**config.mk**
```make
export PLATFORM = sky130hd
export DESIGN_NAME = msb_first_bit_packer
export DESIGN_NICKNAME = d
export VERILOG_FILES = /design/src/rtl/mbp_pkg.sv /design/src/rtl/mbp_front.sv /design/src/rtl/mbp_queue.sv /design/src/rtl/mbp_back.sv /design/src/rtl/msb_first_bit_packer.sv
export SDC_FILE = /design/constraint.sdc
export NUM_CORES = 1
export LEC_CHECK = 0
export BUFFER_PORTS_ARGS = -buffer_cell sky130_fd_sc_hd__buf_4
export CORE_UTILIZATION = 40
export DETAILED_ROUTE_END_ITERATION = 8
export PLACE_DENSITY = 0.58
export SLEW_MARGIN = 15
export SYNTH_ARGS = -nofsm -noshare
export SYNTH_HDL_FRONTEND = slang
export SYNTH_HIERARCHICAL = 1
export SYNTH_SLANG_ARGS = --single-unit
```
**constraint.sdc**
```tcl
create_clock -name clock -period 4.4 [get_ports clock]
set_input_delay 1.1 -clock clock [delete_from_list [all_inputs] [get_ports clock]]
set_output_delay 1.1 -clock clock [all_outputs]
set_load 0.02 [all_outputs]
```
**src/rtl/mbp_pkg.sv**
```systemverilog
// Package for the MSB-first bit packer: sizes, operation codes and the
// item format carried from the front stage through the queue to the back end.
// No dependencies.
package mbp_pkg;

   localparam int MAX_FIELD_BITS = 32;
   localparam int VALUE_BITS     = 32;
   localparam int FIELD_LIMIT    = (MAX_FIELD_BITS < VALUE_BITS) ? MAX_FIELD_BITS : VALUE_BITS;
   localparam int BYTE_BITS      = 8;
   localparam int COUNT_BITS     = 6;
   localparam int PEND_BITS      = BYTE_BITS - 1;
   localparam int CNT_W          = $clog2(BYTE_BITS);
   localparam int WORD_BITS      = VALUE_BITS + BYTE_BITS;
   localparam int QUEUE_DEPTH    = 2;
   localparam int QUEUE_AW       = $clog2(QUEUE_DEPTH);
   localparam int REM_BITS       = 3;

   localparam logic OP_WRITE = 1'b0;
   localparam logic OP_FLUSH = 1'b1;

   typedef struct packed {
      logic                    func;
      logic [VALUE_BITS-1:0]   fld;
      logic [COUNT_BITS-1:0]   cnt;
   } item_type;

endpackage

```
**src/rtl/mbp_front.sv**
```systemverilog
// Front stage of the bit packer: takes request beats, saturates the count,
// left-justifies the field, drops zero-length writes. Depends on mbp_pkg.
module mbp_front (
   input  logic                          clock,
   input  logic                          reset,
   input  logic                          req_push,
   output logic                          req_full,
   input  logic                          req_func,
   input  logic [mbp_pkg::VALUE_BITS-1:0] req_value,
   input  logic [mbp_pkg::COUNT_BITS-1:0] req_bit_count,
   output logic                          q_push,
   output mbp_pkg::item_type             q_item,
   input  logic                          q_full
);
   import mbp_pkg::*;

   logic                  valid_ff, valid_in;
   item_type              item_ff, item_in;
   logic [COUNT_BITS-1:0] cnt_sat;
   logic                  take;
   logic                  keep;

   assign req_full = valid_ff && q_full;
   assign take     = req_push && !req_full;
   assign q_push   = valid_ff;
   assign q_item   = item_ff;

   always_comb begin
      cnt_sat = (req_bit_count > COUNT_BITS'(FIELD_LIMIT)) ? COUNT_BITS'(FIELD_LIMIT)
                                                          : req_bit_count;
      item_in.func = req_func;
      item_in.cnt  = cnt_sat;
      if (req_func == OP_FLUSH) begin
         item_in.fld = {VALUE_BITS{req_value[0]}};
      end else begin
         item_in.fld = req_value << (COUNT_BITS'(VALUE_BITS) - cnt_sat);
      end
      keep = (req_func == OP_FLUSH) || (cnt_sat != '0);
      if (take) begin
         valid_in = keep;
      end else begin
         valid_in = valid_ff && q_full;
      end
   end

   always_ff @(posedge clock) begin
      if (reset) begin
         valid_ff <= 1'b0;
      end else begin
         valid_ff <= valid_in;
      end
      if (take) begin
         item_ff <= item_in;
      end
   end

endmodule

```
**src/rtl/mbp_queue.sv**
```systemverilog
// Short item queue between the front stage and the back end of the packer.
// Depends on mbp_pkg.
module mbp_queue (
   input  logic              clock,
   input  logic              reset,
   input  logic              push,
   input  mbp_pkg::item_type push_item,
   output logic              full,
   output logic              valid,
   output mbp_pkg::item_type head_item,
   input  logic              pop
);
   import mbp_pkg::*;

   item_type              slot_ff [QUEUE_DEPTH];
   logic [QUEUE_AW-1:0]   wr_ff, wr_in, rd_ff, rd_in;
   logic [QUEUE_AW:0]     fill_ff, fill_in;
   logic                  do_push, do_pop;

   assign full      = (fill_ff == (QUEUE_AW+1)'(QUEUE_DEPTH));
   assign valid     = (fill_ff != '0);
   assign head_item = slot_ff[rd_ff];
   assign do_push   = push && !full;
   assign do_pop    = pop && valid;

   always_comb begin
      wr_in   = wr_ff;
      rd_in   = rd_ff;
      fill_in = fill_ff;
      if (do_push) begin
         wr_in = (wr_ff == QUEUE_AW'(QUEUE_DEPTH-1)) ? '0 : wr_ff + 1'b1;
      end
      if (do_pop) begin
         rd_in = (rd_ff == QUEUE_AW'(QUEUE_DEPTH-1)) ? '0 : rd_ff + 1'b1;
      end
      if (do_push && !do_pop) begin
         fill_in = fill_ff + 1'b1;
      end else if (do_pop && !do_push) begin
         fill_in = fill_ff - 1'b1;
      end
   end

   always_ff @(posedge clock) begin
      if (reset) begin
         wr_ff   <= '0;
         rd_ff   <= '0;
         fill_ff <= '0;
      end else begin
         wr_ff   <= wr_in;
         rd_ff   <= rd_in;
         fill_ff <= fill_in;
      end
      if (do_push) begin
         slot_ff[wr_ff] <= push_item;
      end
   end

endmodule

```
**src/rtl/mbp_back.sv**
```systemverilog
// Back end of the bit packer: merges queued fields with the pending bits, emits whole
// bytes one per cycle into the result register unless the receiver stalls. Depends on mbp_pkg.
module mbp_back (
   input  logic              clock,
   input  logic              reset,
   input  logic              q_valid,
   input  mbp_pkg::item_type q_item,
   output logic              q_pop,
   output logic              rsp_empty,
   input  logic              rsp_pop,
   output logic [mbp_pkg::BYTE_BITS-1:0] rsp_out_byte,
   output logic              rsp_last
);
   import mbp_pkg::*;

   logic [PEND_BITS-1:0] pend_ff, pend_in;
   logic [CNT_W-1:0]     pcnt_ff, pcnt_in;
   logic [WORD_BITS-1:0] wrk_ff, wrk_in, word;
   logic [REM_BITS-1:0]  rem_ff, rem_in, nbytes;
   logic [COUNT_BITS-1:0] total;
   logic                 ovld_ff, ovld_in;
   logic [BYTE_BITS-1:0] obyte_ff;
   logic                 olast_ff;
   logic                 emit, load, skip;

   assign rsp_empty    = !ovld_ff;
   assign rsp_out_byte = obyte_ff;
   assign rsp_last     = olast_ff;

   assign emit  = (rem_ff != '0) && (!ovld_ff || rsp_pop);
   assign load  = q_valid && ((rem_ff == '0) || ((rem_ff == REM_BITS'(1)) && emit));
   assign q_pop = load;
   assign skip  = (q_item.func == OP_FLUSH) && (pcnt_ff == '0);

   always_comb begin
      word  = {pend_ff, {(WORD_BITS-PEND_BITS){1'b0}}}
            | ({q_item.fld, {BYTE_BITS{1'b0}}} >> pcnt_ff);
      total = COUNT_BITS'(pcnt_ff) + q_item.cnt;
      if (q_item.func == OP_FLUSH) begin
         nbytes  = REM_BITS'(1);
         pend_in = '0;
         pcnt_in = '0;
      end else begin
         nbytes  = REM_BITS'(total >> CNT_W);
         pcnt_in = total[CNT_W-1:0];
         case (nbytes)
            3'd0:    pend_in = word[39:33];
            3'd1:    pend_in = word[31:25];
            3'd2:    pend_in = word[23:17];
            3'd3:    pend_in = word[15:9];
            default: pend_in = word[7:1];
         endcase
      end

      wrk_in = wrk_ff;
      rem_in = rem_ff;
      if (emit) begin
         wrk_in = wrk_ff << BYTE_BITS;
         rem_in = rem_ff - 1'b1;
      end
      if (load && !skip) begin
         wrk_in = word;
         rem_in = nbytes;
      end else begin
         pend_in = pend_ff;
         pcnt_in = pcnt_ff;
      end

      if (emit) begin
         ovld_in = 1'b1;
      end else if (rsp_pop) begin
         ovld_in = 1'b0;
      end else begin
         ovld_in = ovld_ff;
      end
   end

   always_ff @(posedge clock) begin
      if (reset) begin
         pend_ff <= '0;
         pcnt_ff <= '0;
         rem_ff  <= '0;
         ovld_ff <= 1'b0;
      end else begin
         pend_ff <= pend_in;
         pcnt_ff <= pcnt_in;
         rem_ff  <= rem_in;
         ovld_ff <= ovld_in;
      end
      wrk_ff <= wrk_in;
      if (emit) begin
         obyte_ff <= wrk_ff[WORD_BITS-1 -: BYTE_BITS];
         olast_ff <= (rem_ff == REM_BITS'(1));
      end
   end

endmodule

```
**src/rtl/msb_first_bit_packer.sv**
```systemverilog
// MSB-first variable-length bit packer: top level joining the front stage,
// the item queue and the byte-emitting back end. Depends on mbp_pkg.
//
// Request side is a queue write port: a beat moves when req_push is high
// and req_full is low. func 0 appends the low bit_count bits of value
// (count saturated to 32), most significant first; func 1 pads the partial
// byte with value bit 0 and emits it if any bits were pending.
// Response side is a queue read port: a byte waits on rsp_out_byte/rsp_last
// while rsp_empty is low and leaves when rsp_pop is high. rsp_last marks the
// final byte caused by one request beat.
// A beat passes the front register, a queue slot and the back end's work register
// before its first byte reaches the result register. The back end emits one byte
// per cycle unless the receiver stalls; a 32-bit field yields up to 4 bytes, and
// a two-entry queue and the front register absorb short beats.
// Reset clears pending bits, the queue and the result register.
// When the receiver stalls, the result register holds, the back end stops,
// and the queue fills until req_full rises.
module msb_first_bit_packer (
   input  logic                          clock,
   input  logic                          reset,
   input  logic                          req_push,
   output logic                          req_full,
   input  logic                          req_func,
   input  logic [mbp_pkg::VALUE_BITS-1:0] req_value,
   input  logic [mbp_pkg::COUNT_BITS-1:0] req_bit_count,
   output logic                          rsp_empty,
   input  logic                          rsp_pop,
   output logic [mbp_pkg::BYTE_BITS-1:0] rsp_out_byte,
   output logic                          rsp_last
);
   import mbp_pkg::*;

   logic     f_push, f_full, q_valid, q_pop;
   item_type f_item, q_item;

   mbp_front u_front (
      .clock         (clock),
      .reset         (reset),
      .req_push      (req_push),
      .req_full      (req_full),
      .req_func      (req_func),
      .req_value     (req_value),
      .req_bit_count (req_bit_count),
      .q_push        (f_push),
      .q_item        (f_item),
      .q_full        (f_full)
   );

   mbp_queue u_queue (
      .clock     (clock),
      .reset     (reset),
      .push      (f_push),
      .push_item (f_item),
      .full      (f_full),
      .valid     (q_valid),
      .head_item (q_item),
      .pop       (q_pop)
   );

   mbp_back u_back (
      .clock        (clock),
      .reset        (reset),
      .q_valid      (q_valid),
      .q_item       (q_item),
      .q_pop        (q_pop),
      .rsp_empty    (rsp_empty),
      .rsp_pop      (rsp_pop),
      .rsp_out_byte (rsp_out_byte),
      .rsp_last     (rsp_last)
   );

endmodule

```
After elaboration in Yosys (flattened, before gate mapping)
Memories as Yosys holds them, arrays and structs flattened. A register that Yosys moved wholly into a read port is not among the register bits. Cells that the tools add are included.

Memories: 1. Output and inout port bits: 11. Register bits: 107. RAM bits: 78. Input bits: 43.

$add $sub $neg: 7. Bitwise logic cells: 1. Shift-type cells: 2. Reductions and logical operators: 29. Eq/ne operators: 5. $lt $le $gt $ge: 1. Mux-type cells: 21.

Memory list: u_queue.slot_ff (words 2, width 39, rd ports 1, clocked after Yosys merged registers in 1, write ports 1, line mbp_queue.sv:15) `item_type slot_ff [QUEUE_DEPTH];`.

Operators by type and width (number): 40-bit two-way mux (2); 40-bit bitwise OR (1); 40-bit by 3-bit right shift with 40-bit output (1); 32-bit two-way mux (1); 32-bit by 6-bit << shifter with 32-bit output (1); 7-bit one-hot mux with 4 select lines (1); 3-bit two-way mux (4); 1-bit logical AND (11); 3-bit logical NOT (3); 1-bit two-way mux (9); 2-bit nonzero test (4); 7-bit two-way mux (1); 3-bit by 6-bit adder with 6-bit output (1); 3-bit by 1-bit equality test with 1-bit output, second input constant (2); 3-bit by 2-bit equality test with 1-bit output, second input constant (2); 6-bit greater-than comparator, second input constant (1); 1-bit logical NOT (6); 6-bit two-way mux (1); 6-bit nonzero test (1); 6-bit subtractor, first input constant (1); 2-bit two-way mux (2); 1-bit logical OR (3); 3-bit nonzero test (1); 3-bit by 1-bit subtractor with 3-bit output, second input constant (1); 4 further kinds (5).

Depth between registers and ports, before layout
Depth after elaboration: 10. Mapped depth: 15. Mapped depth without buffers: 9.

Cells and area by module
Netlist, hierarchy kept.

Modules (own cells, without submodules): mbp_back (cells each 454, seq. area each 1721.7 um2, area an instance 4221.5 um2, instances 1); mbp_front (cells each 292, seq. area each 1191.1 um2, area an instance 3179.3 um2, instances 1); mbp_queue (cells each 146, seq. area each 2442.3 um2, area an instance 3027.9 um2, instances 1).

Least setup slack after synthesis
No wires, ideal clock.

Path kind: input to register. Start point: input req_bit_count[5] in the netlist's numbering. End point: register u_front.item_ff, in the netlist u_front/q_item[22], data pin. Slack: 0.463 ns. Arrival: 3.671 ns. Stages on the path: 14. Path through: clkbuf_2 -> nor2b_1 -> buf_4 -> inv_2 -> buf_2 -> ha_1 -> buf_6 -> or3b_1 -> a221o_2 -> and2_4 -> buf_6 -> nand2_4 -> nor2_1 -> or3_1.

RTL lines: from (decl) (line msb_first_bit_packer.sv:25) `input logic [mbp_pkg::COUNT_BITS-1:0] req_bit_count,`; to (signal assigned) (line mbp_front.sv:53) `item_ff <= item_in;`; to (decl) (line mbp_front.sv:18) `item_type item_ff, item_in;`.

==> results.toml <==
[floorplanning]
initial_utilization_pct = 41.1
die_h_um = 163
fp.dieArea_mm2 = 0.0267
num_rows = 58
die_w_um = 163
coreArea_mm2 = 0.0254
io_pins = 54

[logic_synthesis]
synthArstFlopShare_pct = 0
synth_area_per_cell_um2 = 11.7
syn_area_mm2 = 0.0104
synth_common_cells = "edfxtp_1, nand2_1, mux2i_1"
synthMuxAreaShare_pct = 19.9
syn-num-nets = 944
synth_xor_area_share_pct = 1.08
synth-compound-area-share_pct = 11.8
synth_ff_type = "edfxtp_1"
synth.yosys.seq_area_share_pct = 51.3
synthDistinctLibCells = 78
synth_top_family_by_area = "multiplexers"
ys_warn_count = 6
synthAdderAreaFrac_pct = 1.15
synth.most_common_cell = "edfxtp_1"
synthSimpleGateAreaFrac_pct = 11.1
postSynthCellCount = 892
synth_top_area_cell = "edfxtp_1"
synth.top_cell.area_share_pct = 47.5
ys_ff_latch = 185
yosys-top-cells-area = "edfxtp_1, mux2i_1, mux2_2, dfxtp_1, nand2_1"
synth_edf_count = 165

[clock_tree]
cts_hold_buffers = 0
cts_tree = "built"
cts_max_level = 4
root_buffer = "clkbuf_16"
clk_path_buf_depth = 2
cts.sinks = 185
clk_pin_slew_ns = 0.08
post-cts-setup-buffer-count = 0
cts_resized = 0
cts_inserted_buffers = 17
clkLatencyLatePin_ns = 0.43

[place]
post-place-cells = 1240
place.gp.congestion = 0.907
port_buffers = 53
dp_hpwl_um = 18900

[timing]
relSlewSlack_pct = 31.6
rsz0062_at_grt = "false"
fin_crit_sh_pct = 78.5
fin_skew_ns = 0.0116
slew_violations = 0
worstMarginPinSlew_ns = 1.02
min_period_ns = 3.46
hold_viol = 0
fmax_ghz = 0.289
finalSetupViolCount = 0
final.setup.tns_ns = 0
holdWs_ns = 0.423

[pwr]
power.share.switching_pct = 35.8
ir_drop_mv = 0.268
pwr-share-clk_pct = 24.1
power.total_mw = 6.66
pwr-share-seq_pct = 39.5
power_density_mw_per_mm2 = 566
p_leak_nw = 4.37
p_sw_mw = 2.39
power_frac_comb_pct = 36.4
p_int_mw = 4.28

[route]
drt_wl_total_um = 26200
route.detailed.drc = 0
routed_via_density = 5.71
firstDrtPassIters = 5
drtIter0Drc = 607
dr_total_vias = 7260
ant_nets = 0
wl_per_cell_um = 20.6

[run]
max-cap-violations = 0

[status]
status = "finished, final reports clean"

[setup_path]
crit_path_max_fanout = 14
crit_slowest_cell = "ha_1"
crit_family = "adder cells"
startpoint = "req_bit_count[5]"
crit_chain = "buf_4 -> nand2b_1 -> ha_1 -> buf_4 -> mux2i_1 -> nand2b_1 -> and3_1 -> a211oi_2 -> nor3_1 -> a211o_1"
cp_slowest_stage_delay_ns = 0.65
critPathKind = "input port to flop"
worstPathRequired_ns = 4.59
cp-start-kind = "input port"
arrival_ns = 3.64
end_kind = "flop"
crit_buf_inv = 2

[global_routing]
grt-ovfl-total = 0
grt_pass1_vias = 7088
antenna_found_initial = 1
grt_max_degree = 43
grt_use_total_pct = 20.4
grt_pass1_wl_um = 41100

[final_layout]
drive_gt1_share_pct = 23.7
nets = 981
final_cells = 1272
antenna_cells = 0
final_util_pct = 46.4
area_delta_synth_final_pct = 12.9

[min_path]
min_from = "u_back/wrk_ff[38]$_DFFE_PP_"
hp-class = "flop to flop"
stage by stage:
step	cell area [um^2]	setup slack, ns
after floorplan	10400	0.463
after global placement	11100	0.520
after detailed placement	11100	0.491
after CTS	11800	0.948
after global routing	11800	0.781
final	11800	0.944
per-layer routing:
| layer | global-route usage, % | vias to the layer above | routed length [um] |
|---|---|---|---|
| met5 | 0 | - | 0 |
| met4 | 5.68 | 0 | 356 |
| met3 | 2.97 | 34 | 1180 |
| met2 | 33.6 | 224 | 12700 |
| met1 | 28.0 | 3560 | 11900 |
| li1 | - | 3442 | - |
layout by cell type (no fill, tap or decap), types with 10 or more instances in the layout:
master	n
a211oi_1	10
a21oi_1	37
buf_4	72
clkbuf_16	17
dfxtp_1	19
edfxtp_1	165
inv_1	12
mux2_2	74
mux2i_1	84
mux4_2	14
nand2_1	104
nand2b_1	11
nand3_1	13
nor2_1	59
nor3_1	12
o21ai_0	56
kinds of logic (layout without fill, tap and decap cells):
kind of cell | Yosys count | after routing
simple gates | 249 | 249
compound gates | 189 | 189
flops | 185 | 185
mux | 177 | 177
buf+inv | 71 | 121
xor+xnor | 12 | 12
fa+ha+maj | 9 | 9
power by group through the flow:
stage,sequential (mW),combinational [mW],clock [mW]
after floorplan,2.68,1.63,0
after global placement,2.66,2.42,0
after detailed placement,2.67,2.41,0
after CTS,2.64,2.42,1.64
after global routing,2.67,2.65,1.70
final,2.63,2.42,1.61
path summary, 6_finish.rpt:
| check | depth (start not counted) | to | slack (ns) |
|---|---|---|---|
| max | 10 | u_front/q_item[33]$_DFFE_PP_ | 0.94 |
| min | 0 | u_back/rsp_out_byte[6]$_DFFE_PP_ | 0.42 |
| max reg2reg | 9 | u_back/pend_ff[4]$_SDFFE_PP0P_ | 1.02 |
| min reg2reg | 0 | u_back/rsp_out_byte[6]$_DFFE_PP_ | 0.42 |
final cells by class:
type	instances	area (um^2)
clock buffer	17	425
clock inverter	15	201
fill	2388	13600
inverter	14	52.6
multi-input combinational	636	4730
sequential	185	5360
tap	330	413
timing repair buffer	75	601
registers in the layout (all words and copies together) (netlist names), 2 cells and up, named ones only:
register             count
u_back/pcnt_ff           3
u_back/pend_ff           7
u_back/rem_ff            3
u_back/rsp_out_byte      8
u_back/wrk_ff           39
u_front/q_item          39
u_queue/fill_ff          2
u_queue/slot_ff         78
(Power assumes the default switching activity.)
